==> config.mk <==
export PLATFORM = sky130hd
export DESIGN_NAME = tbpf_out_queue
export DESIGN_NICKNAME = d
export VERILOG_FILES = /design/src/sv/tbpf_out_queue.sv
export SDC_FILE = /design/constraint.sdc
export NUM_CORES = 1
export LEC_CHECK = 0
export BUFFER_PORTS_ARGS = -buffer_cell sky130_fd_sc_hd__clkbuf_2
export CELL_PAD_IN_SITES_DETAIL_PLACEMENT = 1
export CELL_PAD_IN_SITES_GLOBAL_PLACEMENT = 2
export CORE_MARGIN = 3
export CORE_UTILIZATION = 44
export DETAILED_ROUTE_END_ITERATION = 12
export PLACE_DENSITY_LB_ADDON = 0.1
export SLEW_MARGIN = 10
export SYNTH_ARGS = -nofsm -noshare
export SYNTH_HDL_FRONTEND = slang
export SYNTH_SLANG_ARGS = --single-unit
==> constraint.sdc <==
create_clock -name aclk -period 4.4 [get_ports aclk]
set_input_delay 0.44 -clock aclk [delete_from_list [all_inputs] [get_ports aclk]]
set_output_delay 0.44 -clock aclk [all_outputs]
set_load 0.02 [all_outputs]
==> src/sv/tbpf_out_queue.sv <==
// Result queue between the fetch pipeline and the output channel.
// No dependencies.
module tbpf_out_queue #(
    parameter int WIDTH = 6,
    parameter int DEPTH = 4
) (
    input  logic             aclk,
    input  logic             aresetn,
    input  logic             push,
    input  logic [WIDTH-1:0] push_data,
    output logic             out_valid,
    input  logic             out_ready,
    output logic [WIDTH-1:0] out_data
);

    localparam int PTR_W = $clog2(DEPTH);
    localparam int CNT_W = $clog2(DEPTH + 1);

    logic [WIDTH-1:0] entry_reg [DEPTH];
    logic [PTR_W-1:0] wr_ptr_reg, wr_ptr_next;
    logic [PTR_W-1:0] rd_ptr_reg, rd_ptr_next;
    logic [CNT_W-1:0] count_reg, count_next;
    logic             pop;

    assign out_valid = (count_reg != '0);
    assign out_data  = entry_reg[rd_ptr_reg];
    assign pop       = out_valid && out_ready;

    always_comb begin
        wr_ptr_next = wr_ptr_reg;
        rd_ptr_next = rd_ptr_reg;
        if (push) begin
            wr_ptr_next = (wr_ptr_reg == PTR_W'(DEPTH - 1)) ? '0 : wr_ptr_reg + 1'b1;
        end
        if (pop) begin
            rd_ptr_next = (rd_ptr_reg == PTR_W'(DEPTH - 1)) ? '0 : rd_ptr_reg + 1'b1;
        end
        count_next = count_reg + CNT_W'(push) - CNT_W'(pop);
    end

    always_ff @(posedge aclk) begin
        if (!aresetn) begin
            wr_ptr_reg <= '0;
            rd_ptr_reg <= '0;
            count_reg  <= '0;
        end else begin
            wr_ptr_reg <= wr_ptr_next;
            rd_ptr_reg <= rd_ptr_next;
            count_reg  <= count_next;
        end
    end

    always_ff @(posedge aclk) begin
        if (push) begin
            entry_reg[wr_ptr_reg] <= push_data;
        end
    end

endmodule

; After elaboration in Yosys (flattened, before gate mapping)
; Memories as Yosys holds them, arrays and structs flattened. A register that Yosys moved wholly into a read port is not among the register bits.
; Cells that the tools add are included.
[totals]
mem_bits_rw = 24
mem_count = 1
mem_bits_ro = 0
wordCells = 18
latchBits = 0
reg_bits = 7
[classes]
bitwise_logic = 0
n_addsub = 4
n_shift = 0
mul = 0
div = 0
mux = 6
n_lt_le_gt_ge = 0
n_reduce_logical = 2
n_eq_ne = 2
[memory_table]
columns = memory, depth, word_bits, read_ports, rd_clocked_by_memory_dff, wr, line
row1 = entry_reg, 4, 6, 1, 1, 1, 19  ; logic [WIDTH-1:0] entry_reg [DEPTH];
[ops]
columns = cell, n
row1 = $mux W2, 4
row2 = $add A2 B1 Y2 const B, 2
row3 = $eq A2 B2 Y1 const B, 2
row4 = $add A3 B1 Y3, 1
row5 = $reduce_bool A3 Y1, 1
row6 = $sub A3 B1 Y3, 1
row7 = $mux W1, 2
row8 = $logic_and A1 B1 Y1, 1

; Longest topological paths before layout
[logic_depth]
depth_word = 4
ltp_mapped = 8

; Least setup slack after synthesis
; OpenSTA, ideal clock, no wires.
[synth_timing]
kind = flip-flop to flip-flop
start = reg count_reg[1]
end = reg count_reg[2]
arrival_ns = 1.730
setup_slack_ns = 2.556
stages_incl_launch_ff = 9
required_time_ns = 4.286
n_path_buf = 0
path_cell_list = dfxtp_1 -> o31a_1 -> ha_1 -> inv_1 -> ha_1 -> inv_1 -> fa_1 -> xnor3_1 -> nor2_1
[synth_between]
elab_chain_len = 3
[synth_rtl]
columns = element, line
row1 = start: declaration, 22  ; logic [CNT_W-1:0] count_reg, count_next;
row2 = start signal: assignment, 49  ; count_reg <= count_next;
row3 = branches (longest 2 deep; another with $add A3 B1 Y3), n/a
row4 = $sub A3 B1 Y3 *, 38  ; count_next = count_reg + CNT_W'(push) - CNT_W'(pop);
; Every way passes the cells marked *.
; A chain may end at the register's enable or synchronous reset.

==> reports/results.txt <==
Total Neg Setup Slack: 0 ns
Worst-path fanout max: 6
Crit path capture type: output pin
Worst R2R Setup Slack: 2.47 ns
Combinational share of power: 25.4%
Max reg flops: 24
IR drop worst, VDD: 241.7 uV
Post-route ant nets: 0
Met3 Use GR: 6.809%
GRT overflow: 0
Gate count of the mapped netlist: 75
Root Driver: clkbuf_4
Core footprint: 0.002805 mm2
Max-slew violation count: 0
Yosys warns: 0
Crit path launch type: flop
Netlist Area Pre-Place: 0.001328 mm2
Status: complete, no violations
WP data required: 3.96 ns
Hold Path Class: primary input to flop
Via count: 658
Initial antenna violation count: 0
Hold WS: 0.3321 ns
Pin count of the biggest net entering global routing: 11
Layout Nets: 115
RSZ-0062 raised after global routing: no
Worst-Skew Late Latency: 0.32 ns
Syn-to-layout area delta: 11.97%
Synth unique cells: 17
Clk network pwr share: 20.6%
Max clock buf depth: 2
Post-synthesis sequential area ratio: 67.86%
Net Sw Power: 212.2 uW
Final WL: 1984 um
Die height: 60.93 um
First-pass GRT wire length: 3132 um
Tmin final: 2.078 ns
CTS tree: built
Site Rows: 19
Met1 GRT Util: 14.56%
Grt met2 use: 20.00%
FF+latch count, synth: 33
Tot GR Track Use: 12.64%
Clock Skews: 0.003252 ns
First drt pass iteration count: 2
Die width: 60.93 um
Ports: 17
WL/cell: 15.38 um
Final hold vios: 0
Initial drt markers: 7
Hold-fix buffers at CTS: 0
CTS Buf Count: 5
Final Setup Violations: 0
WS Path Type: flop to output pin
Max cap viols: 0
Clock-pin slew on the worst setup and hold paths: 0.09 ns
DRC: 0
Antenna diodes: 0
PostCTS Resize Cnt: 0
Initial core utilization: 47.32%
IO Port Bufs: 16
Seq pwr share: 54.0%
Int Power: 523.8 uW
Die Area: 0.003712 mm2
Vias per cell: 5.101
Syn nets: 93
Worst relative slew slack: 72.28%
Ratio of cells with drive above 1 in the final layout: 29.59%
Final worst-path cycle share: 47.23%
CP arrival: 1.64 ns
PD cells: 495.1 mW/mm2
H-tree depth: 2
Gr busiest metal: met2
Leak: 0.5763 nW
Post-DP HPWL: 1506 um
Slew @ Worst Pin: 0.4152 ns
Mapped Avg Cell Area: 17.70 um2
Setup bufs post-CTS: 0
Clock Sinks: 33
Fmax: 481.2 MHz
Number of global-route vias before repair: 674
Switching Fraction: 28.83%
GP Congestion: 0.6514
## metal layers
metal / part of all wire [%] / routed length, um
met5: 0 / 0
met1: 41 / 820
met4: 1.5 / 30
met3: 5.3 / 106
met2: 52 / 1027
## cell families after synthesis
family / after synthesis / synth area share (%)
DFF: 33 / 67.86
and+or+nand+nor: 15 / 6.316
muxes: 9 / 12.44
adders and majority gates: 8 / 8.105
buffers and inverters: 7 / 2.545
AOI/OAI and AO/OA: 2 / 1.037
xor gates and xnor gates: 1 / 1.696
## cell usage in the layout (no fill, tap or decap)
master / n
or3_1: 1
ha_1: 7
o31a_1: 1
and2_1: 5
inv_1: 6
mux4_2: 6
a21oi_1: 1
nor2_1: 3
nand2b_1: 1
edfxtp_1: 24
xnor3_1: 1
dfxtp_1: 9
or3b_1: 2
fa_1: 1
clkbuf_2: 16
mux2i_1: 3
nand2_1: 3
clkbuf_1: 1
clkinv_2: 2
clkbuf_4: 5
## critical path, cell delays in order (launching register included)
cell	delay, ns
dfxtp_1	0.58
mux4_2	0.56
clkbuf_2	0.17
## Yosys cell counts
| cell | instances | area share (%) |
|---|---|---|
| o31a_1 | 1 | 0.66 |
| inv_1 | 6 | 1.7 |
| nand2b_1 | 1 | 0.47 |
| a21oi_1 | 1 | 0.38 |
| or3_1 | 1 | 0.47 |
| dfxtp_1 | 9 | 14 |
| mux4_2 | 6 | 10 |
| or3b_1 | 2 | 1.3 |
| nor2_1 | 3 | 0.85 |
| mux2i_1 | 3 | 2.3 |
| and2_1 | 5 | 2.4 |
| fa_1 | 1 | 1.5 |
| ha_1 | 7 | 6.6 |
| xnor3_1 | 1 | 1.7 |
| buf_6 | 1 | 0.85 |
| edfxtp_1 | 24 | 54 |
| nand2_1 | 3 | 0.85 |
## stage by stage
stage / worst slack, ns / power, mW / cell area [um2] / util [%] / std cells
3_5_place_dp: 2.440 / 0.5979 / 1435 / 51.16 / 121
2_1_floorplan: 2.556 / 0.5494 / 1328 / - / 75
6_report: 2.322 / 0.7360 / 1486 / 52.99 / 129
5_1_grt: 2.164 / 0.7945 / 1486 / 52.99 / 129
3_3_place_gp: 2.494 / 0.5905 / 1435 / 51.16 / 121
4_1_cts: 2.259 / 0.7536 / 1486 / 52.99 / 129
## path summary, 6_finish.rpt
| check | end | cells past startpoint | start |
|---|---|---|---|
| worst max-delay path | out_data[2] | 2 | flop |
| worst min-delay path | entry_reg[0][5] | 1 | push_data[5] |
| worst min register to register | rd_ptr_reg[1] | 2 | rd_ptr_reg[1] |
| worst max register to register | count_reg[2] | 8 | count_reg[1] |
## final cells by class
cell class | instances | area [um2]
clock buffer | 6 | 41.29
clock inverter | 2 | 10.01
fill | 278 | 1319
inverter | 6 | 22.52
multi-input combinational | 35 | 392.9
sequential | 33 | 900.9
tap | 31 | 38.79
timing repair buffer | 16 | 80.08
## power groups by stage
stage	Clock [mW]	Sequential, mW	Combinational [mW]
floorplan	0	0.389	0.161
global placement	0	0.405	0.185
detailed placement	0	0.407	0.191
CTS	0.162	0.400	0.192
global route	0.176	0.405	0.213
finish	0.152	0.398	0.187
(Power assumes the default switching activity.)
