$ cat src/sv/tbpf_pkg.sv
// Shared types and constants for the tile background pixel fetch block.
// No dependencies.
package tbpf_pkg;

    // Video RAM geometry: 16 KB seen as 4 byte lanes of 4096 words.
    localparam int VRAM_BYTES  = 16384;
    localparam int VRAM_LANES  = 4;
    localparam int VRAM_WORDS  = VRAM_BYTES / VRAM_LANES;
    localparam int WADDR_W     = $clog2(VRAM_WORDS);

    localparam int PIXEL_W     = 6;
    localparam int CFG_IDX_W   = 3;

    // Vertical wrap of the scrolled line.
    localparam logic [8:0] LINE_WRAP   = 9'd224;
    localparam logic [8:0] LINE_WRAP2  = 9'd448;
    // Source column from which the vertical lock applies (24 * 8).
    localparam logic [8:0] VLOCK_X     = 9'd192;
    localparam logic [7:0] HLOCK_LINES = 8'd16;
    localparam logic [7:0] LEFT_COL_W  = 8'd8;
    localparam logic [8:0] HSCROLL_TOP = 9'd256;

    typedef enum logic {
        OP_WRITE = 1'b0,
        OP_PIXEL = 1'b1
    } op_t;

    typedef enum logic [CFG_IDX_W-1:0] {
        REG_MODE_CONTROL    = 3'd0,
        REG_DISPLAY_CONTROL = 3'd1,
        REG_NAME_TABLE      = 3'd2,
        REG_BACKDROP        = 3'd3,
        REG_SCROLL_X        = 3'd4,
        REG_SCROLL_Y        = 3'd5,
        REG_HANDHELD_MODE   = 3'd6
    } reg_idx_t;

    typedef struct packed {
        logic [7:0] mode_control;
        logic [7:0] display_control;
        logic [7:0] name_table;
        logic [7:0] backdrop;
        logic [7:0] scroll_x;
        logic [7:0] scroll_y;
        logic       handheld;
    } cfg_t;

    // Context of a pixel while its name table word is read.
    typedef struct packed {
        logic       half;      // upper 16 bits of the word hold the entry
        logic [2:0] row;
        logic [2:0] fx;
        logic       bd;        // result is the backdrop
        logic [5:0] bd_pix;
    } s2_t;

    // Context of a pixel while its pattern row is read.
    typedef struct packed {
        logic [2:0] fx;
        logic [1:0] pal_pri;
        logic       bd;
        logic [5:0] bd_pix;
    } s3_t;

endpackage

$ cat src/sv/tbpf_cfg_regs.sv
// Configuration register file of the background fetch block.
// Depends on tbpf_pkg.
module tbpf_cfg_regs (
    input  logic                           aclk,
    input  logic                           aresetn,
    input  logic                           cfg_valid,
    output logic                           cfg_ready,
    input  logic [tbpf_pkg::CFG_IDX_W-1:0] cfg_index,
    input  logic [7:0]                     cfg_data,
    output tbpf_pkg::cfg_t                 cfg
);

    tbpf_pkg::cfg_t cfg_reg, cfg_next;

    assign cfg_ready = 1'b1;

    always_comb begin
        cfg_next = cfg_reg;
        if (cfg_valid) begin
            unique case (tbpf_pkg::reg_idx_t'(cfg_index))
                tbpf_pkg::REG_MODE_CONTROL:    cfg_next.mode_control    = cfg_data;
                tbpf_pkg::REG_DISPLAY_CONTROL: cfg_next.display_control = cfg_data;
                tbpf_pkg::REG_NAME_TABLE:      cfg_next.name_table      = cfg_data;
                tbpf_pkg::REG_BACKDROP:        cfg_next.backdrop        = cfg_data;
                tbpf_pkg::REG_SCROLL_X:        cfg_next.scroll_x        = cfg_data;
                tbpf_pkg::REG_SCROLL_Y:        cfg_next.scroll_y        = cfg_data;
                tbpf_pkg::REG_HANDHELD_MODE:   cfg_next.handheld        = cfg_data[0];
                default: ;  // unused index
            endcase
        end
    end

    always_ff @(posedge aclk) begin
        if (!aresetn) begin
            cfg_reg.mode_control    <= 8'd0;
            cfg_reg.display_control <= 8'd0;
            cfg_reg.name_table      <= 8'hFF;
            cfg_reg.backdrop        <= 8'd0;
            cfg_reg.scroll_x        <= 8'd0;
            cfg_reg.scroll_y        <= 8'd0;
            cfg_reg.handheld        <= 1'b0;
        end else begin
            cfg_reg <= cfg_next;
        end
    end

    assign cfg = cfg_reg;

endmodule

$ cat config.mk
export PLATFORM = sky130hd
export DESIGN_NAME = tbpf_cfg_regs
export DESIGN_NICKNAME = d
export VERILOG_FILES = /design/src/sv/tbpf_pkg.sv /design/src/sv/tbpf_cfg_regs.sv
export SDC_FILE = /design/constraint.sdc
export NUM_CORES = 1
export LEC_CHECK = 0
export BUFFER_PORTS_ARGS = -buffer_cell sky130_fd_sc_hd__buf_4
export CORE_ASPECT_RATIO = 0.6
export CORE_MARGIN = 2
export CORE_UTILIZATION = 30
export CTS_BUF_LIST = sky130_fd_sc_hd__clkbuf_4 sky130_fd_sc_hd__clkbuf_8
export DETAILED_ROUTE_END_ITERATION = 10
export PLACE_DENSITY = 0.56
export SKIP_CTS_REPAIR_TIMING = 1
export SLEW_MARGIN = 20
export SYNTH_ARGS = -nofsm -noshare
export SYNTH_HDL_FRONTEND = slang
export SYNTH_SLANG_ARGS = --single-unit
$ cat constraint.sdc
create_clock -name aclk -period 1.7 [get_ports aclk]
set_clock_uncertainty 0.15 [all_clocks]
set_input_delay 0.255 -clock aclk [delete_from_list [all_inputs] [get_ports aclk]]
set_output_delay 0.255 -clock aclk [all_outputs]
set_load 0.02 [all_outputs]
-- Yosys cells after proc, flatten, opt, wreduce, memory -nomap -nowiden
Cells that the tools add are included.
- flip-flop bits (word level): 49
- bits in read-only memories: 0
- RAM bits: 0
- logic and storage cells: 21
- bits of input ports: 14
- memories: 0
- bits in latches: 0
- output and inout bits: 50
- shift operators: 0
- divide/modulo/power cells: 0
- bitwise gates (word level): 0
- add/subtract/negate cells: 0
- reductions and logical operators: 8
- magnitude comparators: 0
- multipliers: 0
- equality and inequality tests: 6
- multiplexer cells: 0
- operators with widths (kind ; number):
    AND reduction 2 bit ; 7
    == test 3 bit (second input constant) ; 3
    == test 3 x 2 -> 1 bit (second input constant) ; 2
    == test 3 x 1 -> 1 bit (second input constant) ; 1
    logical NOT 3 bit ; 1

-- Logic depth before layout (Yosys ltp)
- depth in word-level cells: 2
- depth in mapped cells: 4
- depth with buffers taken out: 2

-- Worst setup path before layout
OpenSTA, ideal clock, no wires.
- path type: input to register
- from: in cfg_index[0] (netlist name)
- to: reg cfg_reg, in the netlist cfg[41]
- setup slack: 383 ps
- path buffers: 1
- stages: 3
- data required time: 1427 ps
- library setup time: 123 ps
- arrival: 1044 ps
- cells stage by stage: or4b_1 buf_6 mux2i_1
- word-level cells in the longest chain between the ends: 2
- ends and longest elaborated chain (item ; line ; text):
    start: declaration ; tbpf_cfg_regs.sv:8 ; input logic [tbpf_pkg::CFG_IDX_W-1:0] cfg_index,
    logical NOT 3 bit ; tbpf_cfg_regs.sv:20 ; unique case (tbpf_pkg::reg_idx_t'(cfg_index))
    AND reduction 2 bit (no source line) ; - ;
    end signal: assignment ; tbpf_cfg_regs.sv:43 ; cfg_reg <= cfg_next;
    end: declaration ; tbpf_cfg_regs.sv:13 ; tbpf_pkg::cfg_t cfg_reg, cfg_next;
Every way passes these cells.
A chain may end at the register's enable or synchronous reset.

-- Final worst setup path
- from: reg cfg_reg, in the netlist cfg[11]
- to: out cfg[11] (netlist name)
- RTL lines (item ; line ; text):
    end: declaration ; tbpf_cfg_regs.sv:10 ; output tbpf_pkg::cfg_t cfg
No word-level cell between the ends.

==> impl_metrics.tcl <==
set metrics [dict create \
    crit_family "flip-flops" \
    worstSkewPairLatency_ns 0.30 \
    endpoint "cfg[11]" \
    start_kind "register" \
    cts_max_level 2 \
    cp.depth 1 \
    first_pass_iters 4 \
    reg2reg_to "cfg[19]" \
    first_iter_violations 41 \
    async_reset_ff_share_pct 0 \
    finalWorstSetupSlack_ns 0.474 \
    cp_max_fo 2 \
    routed_wl_microns 4720 \
    rr_startpoint "cfg[19]" \
    synth_cell_types 14 \
    whs_ns 0.0694 \
    hold_viol_final 0 \
    antenna_found_initial 0 \
    pre_cts_ws_ns 0.188 \
    via_count 1447 \
    grt_usage_pct 14.1 \
    io_buffers 62 \
    cts_sinks 49 \
    irDropWorstVdd_uv 333 \
    syn_nets 199 \
    vias_per_cell 4.37 \
    num_rows 22 \
    outcome "completed" \
    netlist_top_cells_count "dfxtp_1 (49), mux2i_1 (49), nand2_1 (49)" \
    fin_crit_ns 1.23 \
    clock-root-buffer "clkbuf_8" \
    post-dp-hpwl_microns 3380 \
    period_share_pct 72.1 \
    syn2layout_area_growth_pct 33.4 \
    layout.nets 260 \
    reg2reg_depth 2 \
    p_per_area_nw_per_um2 830 \
    clk_path_buf_depth 2 \
    slowest_stage "dfxtp_1" \
    synthFlopType "dfxtp_1" \
    cp.arrival_ns 0.82 \
    cpPeakStageDelay_ns 0.37 \
    p_total_mw 2.11 \
    start_util_pct 31.2 \
    seq_area_sq_um 981 \
    finalWeightedCongestion 0.712 \
    die_w_microns 107 \
    multi_input_area_sq_um 852 \
    synth_edf_count 0 \
    tns_ns 0 \
    cts_made_buffers 5 \
    grt_pass1_wl_microns 7400 \
    yosysTopAreaCell "dfxtp_1" \
    drc 0 \
    largest_reg_flops 49 \
    cts_tree "built" \
    final_util_pct 41.6 \
    drt-wirelength-per-cell_microns 14.2 \
    ant_nets 0 \
    ys_ff_latch 49 \
    required_ns 1.29 \
    grt_pass1_vias 1370 \
    diodes 0 \
    fmax_mhz 816 \
    cap_violations 0 \
    core_area_sq_um 6110 \
    path_buf_inv 1 \
    layout-drive-gt1-share_pct 31.6 \
    synth.avg_cell_area_sq_um 10.3 \
    p_leak_nw 1.23 \
    nFillCells 635 \
    clk_pin_slew_ns 0.09 \
    ys_warn_count 0 \
    critPathCaptureType "primary output" \
    crit_path_start "cfg[11]" \
    crit_chain "buf_4" \
    maxSlewViolCount 0 \
    synth_cells 185 \
    reg2reg_slack_ns 0.93 \
    ys_seq_area_share_pct 51.5 \
    io_pins 64 \
    grt_max_degree 39 \
    min_from "cfg_data[3]" \
    critPathKind "register to primary output" \
    fp.dieH_microns 65.7 \
    grt_setup_unrepaired "no" \
    synth_top_area_share_pct 51.5 \
    synthTopCellsByArea "dfxtp_1 (52%), mux2i_1 (26%), nand2_1 (9.7%), nor2b_1 (5.3%), buf_2 (1.6%)" \
    setup_viol 0 \
    syn_area_sq_um 1900 \
    die-area_sq_um 7020 \
    min_path_type "primary input to register" \
    grt-ovfl-total 0 \
]
[placed cells by master (no fill, tap or decap), types with 2 or more instances in the layout]
| master | instances |
|---|---|
| dfxtp_1 | 49 |
| clkbuf_4 | 2 |
| nand2_1 | 49 |
| buf_4 | 68 |
| clkbuf_8 | 5 |
| nor2b_1 | 16 |
| mux2i_1 | 49 |
| nand4bb_1 | 2 |
| nand4b_1 | 2 |
[power by group]
group / total [mW] / switching (mW) / leakage [nW] / internal (mW)
sequential: 1.19 / 0.0145 / 0.397 / 1.17
clock: 0.705 / 0.382 / 0.0453 / 0.324
combinational: 0.217 / 0.124 / 0.785 / 0.0935
[cell families after synthesis]
family | synth area share (%)
AND/OR/NAND/NOR | 18.8
multiplexers | 25.8
flip-flops | 51.5
buffers and inverters | 3.75
other | 0.197
[layer usage]
layer,up-vias,global-route usage [%],wire (microns)
met5,-,0,0
met4,0,3.90,21
met3,2,5.16,314
met2,43,19.6,1900
met1,669,20.2,2480
li1,733,-,-
[tightest hold or removal path, cell delays in order]
cell and delay, ns:
buf_4 0.09, nor2b_1 0.03, mux2i_1 0.10
[cell type report]
type                    count  area share, %
multi-input cells         122           33.5
well taps                  84           4.14
clock inverters             1          0.296
flip-flops and latches     49           38.6
clock buffers               7           3.30
repair buffers             68           20.1
[how the worst min path moves through the flow]
stage | to | slack [ns] | cells after the start
after floorplan | cfg[25] | 0.27 | 2
after global placement | cfg[33] | 0.30 | 2
after detailed placement | cfg[23] | 0.31 | 2
after CTS | cfg[28] | 0.06 | 3
after global routing | cfg[26] | 0.07 | 3
final | cfg[28] | 0.07 | 3
[through the flow]
stage                     cells  cell area, sq um
after global placement      323              2450
after detailed placement    323              2450
after global routing        331              2540
after CTS                   331              2540
after floorplan             185              1900
final                       331              2540
Power figures use the tool's default switching activity.
